===== src/sfcb_pkg.sv =====
// shared types and status codes for the shannon-fano code builder
// no dependencies
package sfcb_pkg;
  typedef enum logic [1:0] {
    ST_OK       = 2'd0,
    ST_TOO_FEW  = 2'd1,
    ST_ZERO     = 2'd2,
    ST_TOO_MANY = 2'd3
  } status_t;
  localparam int CODE_MAX_LEN = 31;
endpackage


===== src/shannon_fano_code_builder_unit.sv =====
// channel   signals                                        direction
// input     in_valid/in_ready, weight, last                 into block
// output    out_valid/out_ready, symbol_index, code_bits,   out of block
//           code_length, status, last_out
// a stored weight is placed in the sorted store by insertion shifts, a dropped one
// is not stored; on last, a check state and a running-sum pass, then each split
// scans its range one position per cycle through a shared subtract/compare unit
// and applies bits one position per cycle.
// results leave one per cycle through an output register while out_ready is high.
// reset clears control state only; stores are written before they are read.
// depends on sfcb_pkg
module shannon_fano_code_builder_unit import sfcb_pkg::*; #(
  parameter int MAX_SYMBOLS = 32,
  parameter int WEIGHT_BITS = 16
) (
  input  logic                   clk,
  input  logic                   rst,
  input  logic                   in_valid,
  output logic                   in_ready,
  input  logic [15:0]            weight,
  input  logic                   last,
  output logic                   out_valid,
  input  logic                   out_ready,
  output logic [4:0]             symbol_index,
  output logic [30:0]            code_bits,
  output logic [4:0]             code_length,
  output logic [1:0]             status,
  output logic                   last_out
);
  localparam int IW = $clog2(MAX_SYMBOLS);
  localparam int CW = $clog2(MAX_SYMBOLS + 1);
  localparam int SW = WEIGHT_BITS + CW;
  localparam int SD = MAX_SYMBOLS;

  typedef enum logic [3:0] {
    S_IDLE, S_INS, S_CHECK, S_SUM, S_POP, S_SCAN, S_MARK, S_EMIT, S_ERR
  } state_t;
  state_t state;

  logic [WEIGHT_BITS-1:0] sw_mem [MAX_SYMBOLS];
  logic [IW-1:0]          so_mem [MAX_SYMBOLS];
  // entry k holds the sum of the first k+1 sorted weights; the empty sum is zero
  logic [SW-1:0]          rs_mem [MAX_SYMBOLS];
  logic [30:0]            cd_mem [MAX_SYMBOLS];
  logic [4:0]             ln_mem [MAX_SYMBOLS];
  logic [CW-1:0]          st_lo  [SD];
  logic [CW-1:0]          st_hi  [SD];

  logic [CW-1:0] count, pos, lo, hi, idx, best, sp;
  logic [WEIGHT_BITS-1:0] w_hold;
  logic [1:0] errf;
  logic       is_last;
  logic [SW-1:0] best_diff, acc;
  logic [SW-1:0] left, right, diff;
  logic [SW-1:0] sum_at, sum_lo, sum_hi;

  logic [WEIGHT_BITS-1:0] w_in;
  assign w_in = WEIGHT_BITS'(weight);

  // shared difference unit for the split scan
  always_comb begin
    sum_at = (idx == '0) ? '0 : rs_mem[IW'(idx - 1'b1)];
    sum_lo = (lo == '0) ? '0 : rs_mem[IW'(lo - 1'b1)];
    sum_hi = (hi == '0) ? '0 : rs_mem[IW'(hi - 1'b1)];
    left  = sum_at - sum_lo;
    right = sum_hi - sum_at;
    diff  = (left > right) ? left - right : right - left;
  end

  assign in_ready = (state == S_IDLE);

  always_ff @(posedge clk) begin
    if (rst) begin
      state <= S_IDLE;
      count <= '0;
      errf <= '0;
      out_valid <= 1'b0;
      sp <= '0;
    end else begin
      unique case (state)
        S_IDLE: begin
          if (in_valid) begin
            is_last <= last;
            w_hold <= w_in;
            if (w_in == '0) errf[0] <= 1'b1;
            if (count < CW'(MAX_SYMBOLS)) begin
              pos <= count;
              state <= S_INS;
            end else begin
              errf[1] <= 1'b1;
              state <= last ? S_CHECK : S_IDLE;
            end
          end
        end
        S_INS: begin
          // one shift of the sorted store per cycle
          if (pos != '0 && sw_mem[IW'(pos - 1'b1)] < w_hold) begin
            sw_mem[IW'(pos)] <= sw_mem[IW'(pos - 1'b1)];
            so_mem[IW'(pos)] <= so_mem[IW'(pos - 1'b1)];
            pos <= pos - 1'b1;
          end else begin
            sw_mem[IW'(pos)] <= w_hold;
            so_mem[IW'(pos)] <= IW'(count);
            count <= count + 1'b1;
            state <= is_last ? S_CHECK : S_IDLE;
          end
        end
        S_CHECK: begin
          if (count < CW'(2)) begin
            status <= ST_TOO_FEW; state <= S_ERR;
          end else if (errf[0]) begin
            status <= ST_ZERO; state <= S_ERR;
          end else if (errf[1]) begin
            status <= ST_TOO_MANY; state <= S_ERR;
          end else begin
            acc <= '0;
            idx <= '0;
            state <= S_SUM;
          end
          errf <= '0;
        end
        S_ERR: begin
          symbol_index <= '0; code_bits <= '0; code_length <= '0;
          last_out <= 1'b1;
          out_valid <= 1'b1;
          count <= '0;
          state <= S_EMIT;
          idx <= '0;
        end
        S_SUM: begin
          rs_mem[IW'(idx)] <= acc + SW'(sw_mem[IW'(idx)]);
          acc <= acc + SW'(sw_mem[IW'(idx)]);
          cd_mem[IW'(idx)] <= '0;
          ln_mem[IW'(idx)] <= '0;
          if (idx == count - 1'b1) begin
            st_lo[0] <= '0; st_hi[0] <= count; sp <= CW'(1);
            state <= S_POP;
          end
          idx <= idx + 1'b1;
        end
        S_POP: begin
          if (sp == '0) begin
            idx <= '0;
            status <= ST_OK;
            state <= S_EMIT;
          end else begin
            lo <= st_lo[IW'(sp - 1'b1)];
            hi <= st_hi[IW'(sp - 1'b1)];
            idx <= st_lo[IW'(sp - 1'b1)] + 1'b1;
            sp <= sp - 1'b1;
            if (st_hi[IW'(sp - 1'b1)] - st_lo[IW'(sp - 1'b1)] >= CW'(2))
              state <= S_SCAN;
          end
        end
        S_SCAN: begin
          if (idx == lo + 1'b1 || diff < best_diff) begin
            best <= idx; best_diff <= diff;
          end
          if (idx == hi - 1'b1) state <= S_MARK;
          idx <= (idx == hi - 1'b1) ? lo : idx + 1'b1;
        end
        S_MARK: begin
          if (ln_mem[IW'(idx)] < 5'(CODE_MAX_LEN)) begin
            cd_mem[IW'(idx)] <= {cd_mem[IW'(idx)][29:0], idx < best};
            ln_mem[IW'(idx)] <= ln_mem[IW'(idx)] + 1'b1;
          end
          idx <= idx + 1'b1;
          if (idx == hi - 1'b1) begin
            // upper part pushed first so the lower part is split next
            st_lo[IW'(sp)] <= best; st_hi[IW'(sp)] <= hi;
            st_lo[IW'(sp + 1'b1)] <= lo; st_hi[IW'(sp + 1'b1)] <= best;
            sp <= sp + CW'(2);
            state <= S_POP;
          end
        end
        S_EMIT: begin
          if (status != ST_OK) begin
            if (out_ready) begin out_valid <= 1'b0; state <= S_IDLE; end
          end else if (!out_valid || out_ready) begin
            if (out_valid && last_out) begin
              out_valid <= 1'b0; count <= '0; state <= S_IDLE;
            end else begin
              symbol_index <= 5'(so_mem[IW'(idx)]);
              code_bits <= cd_mem[IW'(idx)];
              code_length <= ln_mem[IW'(idx)];
              last_out <= (idx == count - 1'b1);
              out_valid <= 1'b1;
              idx <= idx + 1'b1;
            end
          end
        end
        default: state <= S_IDLE;
      endcase
    end
  end

`ifndef SYNTHESIS
  a_no_in_while_out: assert property (@(posedge clk) disable iff (rst)
    out_valid |-> !in_ready) else $error("input taken while results pending");
  a_count_bound: assert property (@(posedge clk) disable iff (rst)
    count <= CW'(MAX_SYMBOLS)) else $error("symbol count over capacity");
  a_err_last: assert property (@(posedge clk) disable iff (rst)
    (out_valid && status != ST_OK) |-> last_out) else $error("error item not last");
`endif
endmodule


===== config.mk =====
export PLATFORM = sky130hd
export DESIGN_NAME = shannon_fano_code_builder_unit
export DESIGN_NICKNAME = d
export VERILOG_FILES = /design/src/sfcb_pkg.sv /design/src/shannon_fano_code_builder_unit.sv
export SDC_FILE = /design/constraint.sdc
export NUM_CORES = 2
export LEC_CHECK = 0
export ABC_AREA = 0
export BUFFER_PORTS_ARGS = -buffer_cell sky130_fd_sc_hd__buf_2
export CORE_MARGIN = 4
export CORE_UTILIZATION = 50
export DETAILED_ROUTE_END_ITERATION = 12
export PLACE_DENSITY_LB_ADDON = 0.08
export SLEW_MARGIN = 20
export SYNTH_ARGS = -nofsm -noshare
export SYNTH_HDL_FRONTEND = slang
export SYNTH_SLANG_ARGS = --single-unit

===== constraint.sdc =====
create_clock -name clk -period 20.4 [get_ports clk]
set_clock_uncertainty 0.1 [all_clocks]
set_input_delay 6.12 -clock clk [delete_from_list [all_inputs] [get_ports clk]]
set_output_delay 6.12 -clock clk [all_outputs]
set_load 0.05 [all_outputs]

==> results.ini <==
[detailed_routing]
drtAntennaViolNets=0
first_pass_drt_iterations=6
drt_iter0_markers=10500
route.vias.total=83600
routedWlPerCell_um=34.8
drt_drc_violations_left=0
routed_wirelength_mm=431
drt-vias-per-instance=6.74

[worst_setup_path]
setup_slack_reg_to_reg_ns=8.52
crit_path_max_fanout=91
timing.critical_path.required_ns=20.85
r2r-start=lo[0]
start_kind=register
slowest_cell_on_crit_path=sky130_fd_sc_hd__edfxtp_1
max_stage_delay_ns=0.91
critPathCaptureType=register
critPathArrivalTime_ns=12.33
worst-r2r-cell-count=43
timing_worst_setup_path_type=register to register
critical_path.reg2reg.endpoint=best_diff[0]
worst_path_most_repeated_cell=sky130_fd_sc_hd__a21o_1

[place]
dp_hpwl_mm=237
io_buffers=66
gp_congestion=0.886

[synthesis]
synth_area_um2=146000
synth-main-ff-cell=sky130_fd_sc_hd__edfxtp_1
async_flop_share_pct=0
synth_enable_flop_cells=3047
synth.net_count=8335
post_synth_inst_count=8141
synth-seq-cells=3071
synth.yosys.warnings=0
synthDistinctLibCells=94
mean_post_synth_cell_area_um2=17.9
ys_seq_area_share_pct=63.1

[power]
vdd_ir_drop_max_v=0.000250
power_leakage_uw=0.0501
total_switching_power_uw=8540
seqPwrFrac_pct=36.1
gate_power_share_pct=39.6
power_share_of_the_clock_group_pct=24.3
p_per_area_nw_per_um2=148
internal_power_uw=15600
power_switching_share_pct=35.3

[clock_tree]
root_buffer=sky130_fd_sc_hd__clkbuf_16
cts.sinks=3071
ctsLongestPathBuffers=4
clk_pin_slew_worst_paths_ns=0.06
postCtsHoldBufs=0
clk_latency_ns=0.98
cts_tree=yes
htree_num_levels=5
post_cts.resized_instances=0
tritoncts.num_buffers=336
postCtsSetupRepairBufs=0

[floorplanning]
core_um2=289000
floorplan.initialDensity_pct=50.4
rows=197
dieHeight_um=548
die-area_um2=300000
top_level_i_o_count=67
dieWidth_um=548

[sta]
timing_worst_slew_pin_value_ns=1.13
layout_worst_path_cycle_share_pct=58.3
fmaxAchievable_mhz=84.2
maxSlewHeadroom_pct=24.7
grt_setup_unrepaired=no
setup-violations-final=0
tns_ns=0
timing.final.max_slew_violations=0
report.final.hold_viol_count=0
post-route-min-period_ns=11.88

[grt]
grt_pass1_wl_mm=617
grt.overflow.total=0
globalRouteTotalUtil_pct=28.6
grt_max_degree=155
antenna_violations_before_repair=11
via_count_of_the_first_global_routing_pass=84200

[hold_path]
holdPathStages=2
holdCritStartpoint=errf[0]
hold-path-endpoint=errf[0]
worstHoldPathType=register to register

[finish]
design.final.nets=8453
post_route_cells_drive_above_1_share_pct=30.9
area_growth_syn_to_layout_pct=11.9
final_util_pct=56.4

[run]
drv_cap=0

[status]
run_status=finished, final reports clean

[final cells by class]
class                           instances  area (µm²)
Timing Repair Buffer                  381        2910
Sequential cell                      3071       92000
Tap cell                             3880        4850
Clock buffer                          414        8820
Fill cell                           21800      126000
Antenna cell                            4        10.0
Multi-Input combinational cell       4299       52100
Clock inverter                        185        1670
Inverter                              170         638
[cells in the final DEF (no fill, tap or decap), types with 91 or more instances in the layout]
cell,Yosys,layout
sky130_fd_sc_hd__edfxtp_1,3047,3047
sky130_fd_sc_hd__nand3_1,92,91
sky130_fd_sc_hd__mux2i_1,136,130
sky130_fd_sc_hd__clkbuf_16,0,341
sky130_fd_sc_hd__buf_4,4,297
sky130_fd_sc_hd__ha_1,167,161
sky130_fd_sc_hd__mux2_2,118,118
sky130_fd_sc_hd__mux4_2,1469,1469
sky130_fd_sc_hd__nor2_4,0,96
sky130_fd_sc_hd__nor2_1,503,403
sky130_fd_sc_hd__inv_1,165,165
sky130_fd_sc_hd__o21ai_0,192,175
sky130_fd_sc_hd__a21oi_1,298,294
sky130_fd_sc_hd__nand2_1,545,542
[state kept, by name (all words and copies together) (netlist names), 16 cells and up, named ones only]
| signal | count |
|---|---|
| rs_mem | 704 |
| w_hold | 16 |
| best_diff | 22 |
| st_lo | 192 |
| st_hi | 192 |
| so_mem | 160 |
| ln_mem | 160 |
| acc | 22 |
| code_bits | 31 |
| cd_mem | 992 |
| sw_mem | 512 |
[worst max path at each step]
stage	startpoint	end	slack, ns
after floorplan	lo[0]	best[0]	7.67
after global placement	idx[0]	best[1]	8.69
after detailed placement	idx[0]	best[3]	8.58
after CTS	idx[0]	best[0]	8.53
after global routing	idx[0]	best[4]	7.80
final	lo[0]	best_diff[0]	8.52
[power by group through the flow]
| stage | logic, µW | registers (µW) | clock network, µW |
|---|---|---|---|
| 2_1_floorplan | 6680 | 8780 | 0 |
| 3_3_place_gp | 9420 | 8860 | 0 |
| 3_5_place_dp | 9540 | 8870 | 0 |
| 4_1_cts | 9570 | 8740 | 5960 |
| 5_1_grt | 10400 | 8750 | 6230 |
| 6_report | 9580 | 8730 | 5870 |
[synthesized netlist by cell type, drive strengths merged, types with 93 or more instances]
| master | instances | area [µm²] |
|---|---|---|
| ha | 167 | 2090 |
| edfxtp | 3047 | 91500 |
| o21ai | 202 | 1020 |
| inv | 169 | 634 |
| mux2i | 136 | 1360 |
| nor2 | 503 | 1890 |
| clkbuf | 405 | 1520 |
| buf | 196 | 896 |
| a21oi | 300 | 1510 |
| nand2 | 546 | 2050 |
| mux2 | 120 | 1350 |
| mux4 | 1469 | 33100 |
| nand3 | 93 | 470 |
[layer usage]
layer  global-route usage (%)  share of wire (%)  up-vias
met5                   0.0791              0.011        -
met4                     8.83                3.4        4
met2                     46.0                 48     4345
met3                     4.48                8.4      824
met1                     40.8                 40    44700
li1                         -                  -    33700
[cells by family (layout without fill, tap and decap cells)]
logic type | count (synthesis) | after routing | synth area share [%]
other | 0 | 4 | 0
xor gates and xnor gates | 143 | 143 | 0.913
adders and majority gates | 176 | 176 | 1.54
buffers and inverters | 771 | 1150 | 2.10
and+or+nand+nor | 1422 | 1422 | 4.23
AOI/OAI and AO/OA | 833 | 833 | 3.53
muxes | 1725 | 1725 | 24.6
DFF | 3071 | 3071 | 63.1
[worst max-delay path, delay by kind of cell, from the launching register on]
family                     cells  cell delay [ns]
and+or+nand+nor                2             0.24
buffers and inverters          5             1.75
muxes                          2             0.65
AOI/OAI and AO/OA             28             5.83
DFF                            1             0.91
adders and majority gates      4             1.63
xor gates and xnor gates       2             0.31
[metrics by stage]
step / hold slack [ns] / power, µW / setup slack, ns / std cells / instance area, µm²
6_report: 0.414 / 24200 / 8.52 / 12400 / 163000
3_3_place_gp: 0.381 / 18300 / 8.69 / 11800 / 152000
2_1_floorplan: 0.351 / 15500 / 7.67 / 8141 / 146000
5_1_grt: 0.462 / 25400 / 7.80 / 12400 / 163000
4_1_cts: 0.419 / 24300 / 8.53 / 12400 / 163000
3_5_place_dp: 0.411 / 18400 / 8.58 / 11800 / 152000
Power figures use the tool's default switching activity.
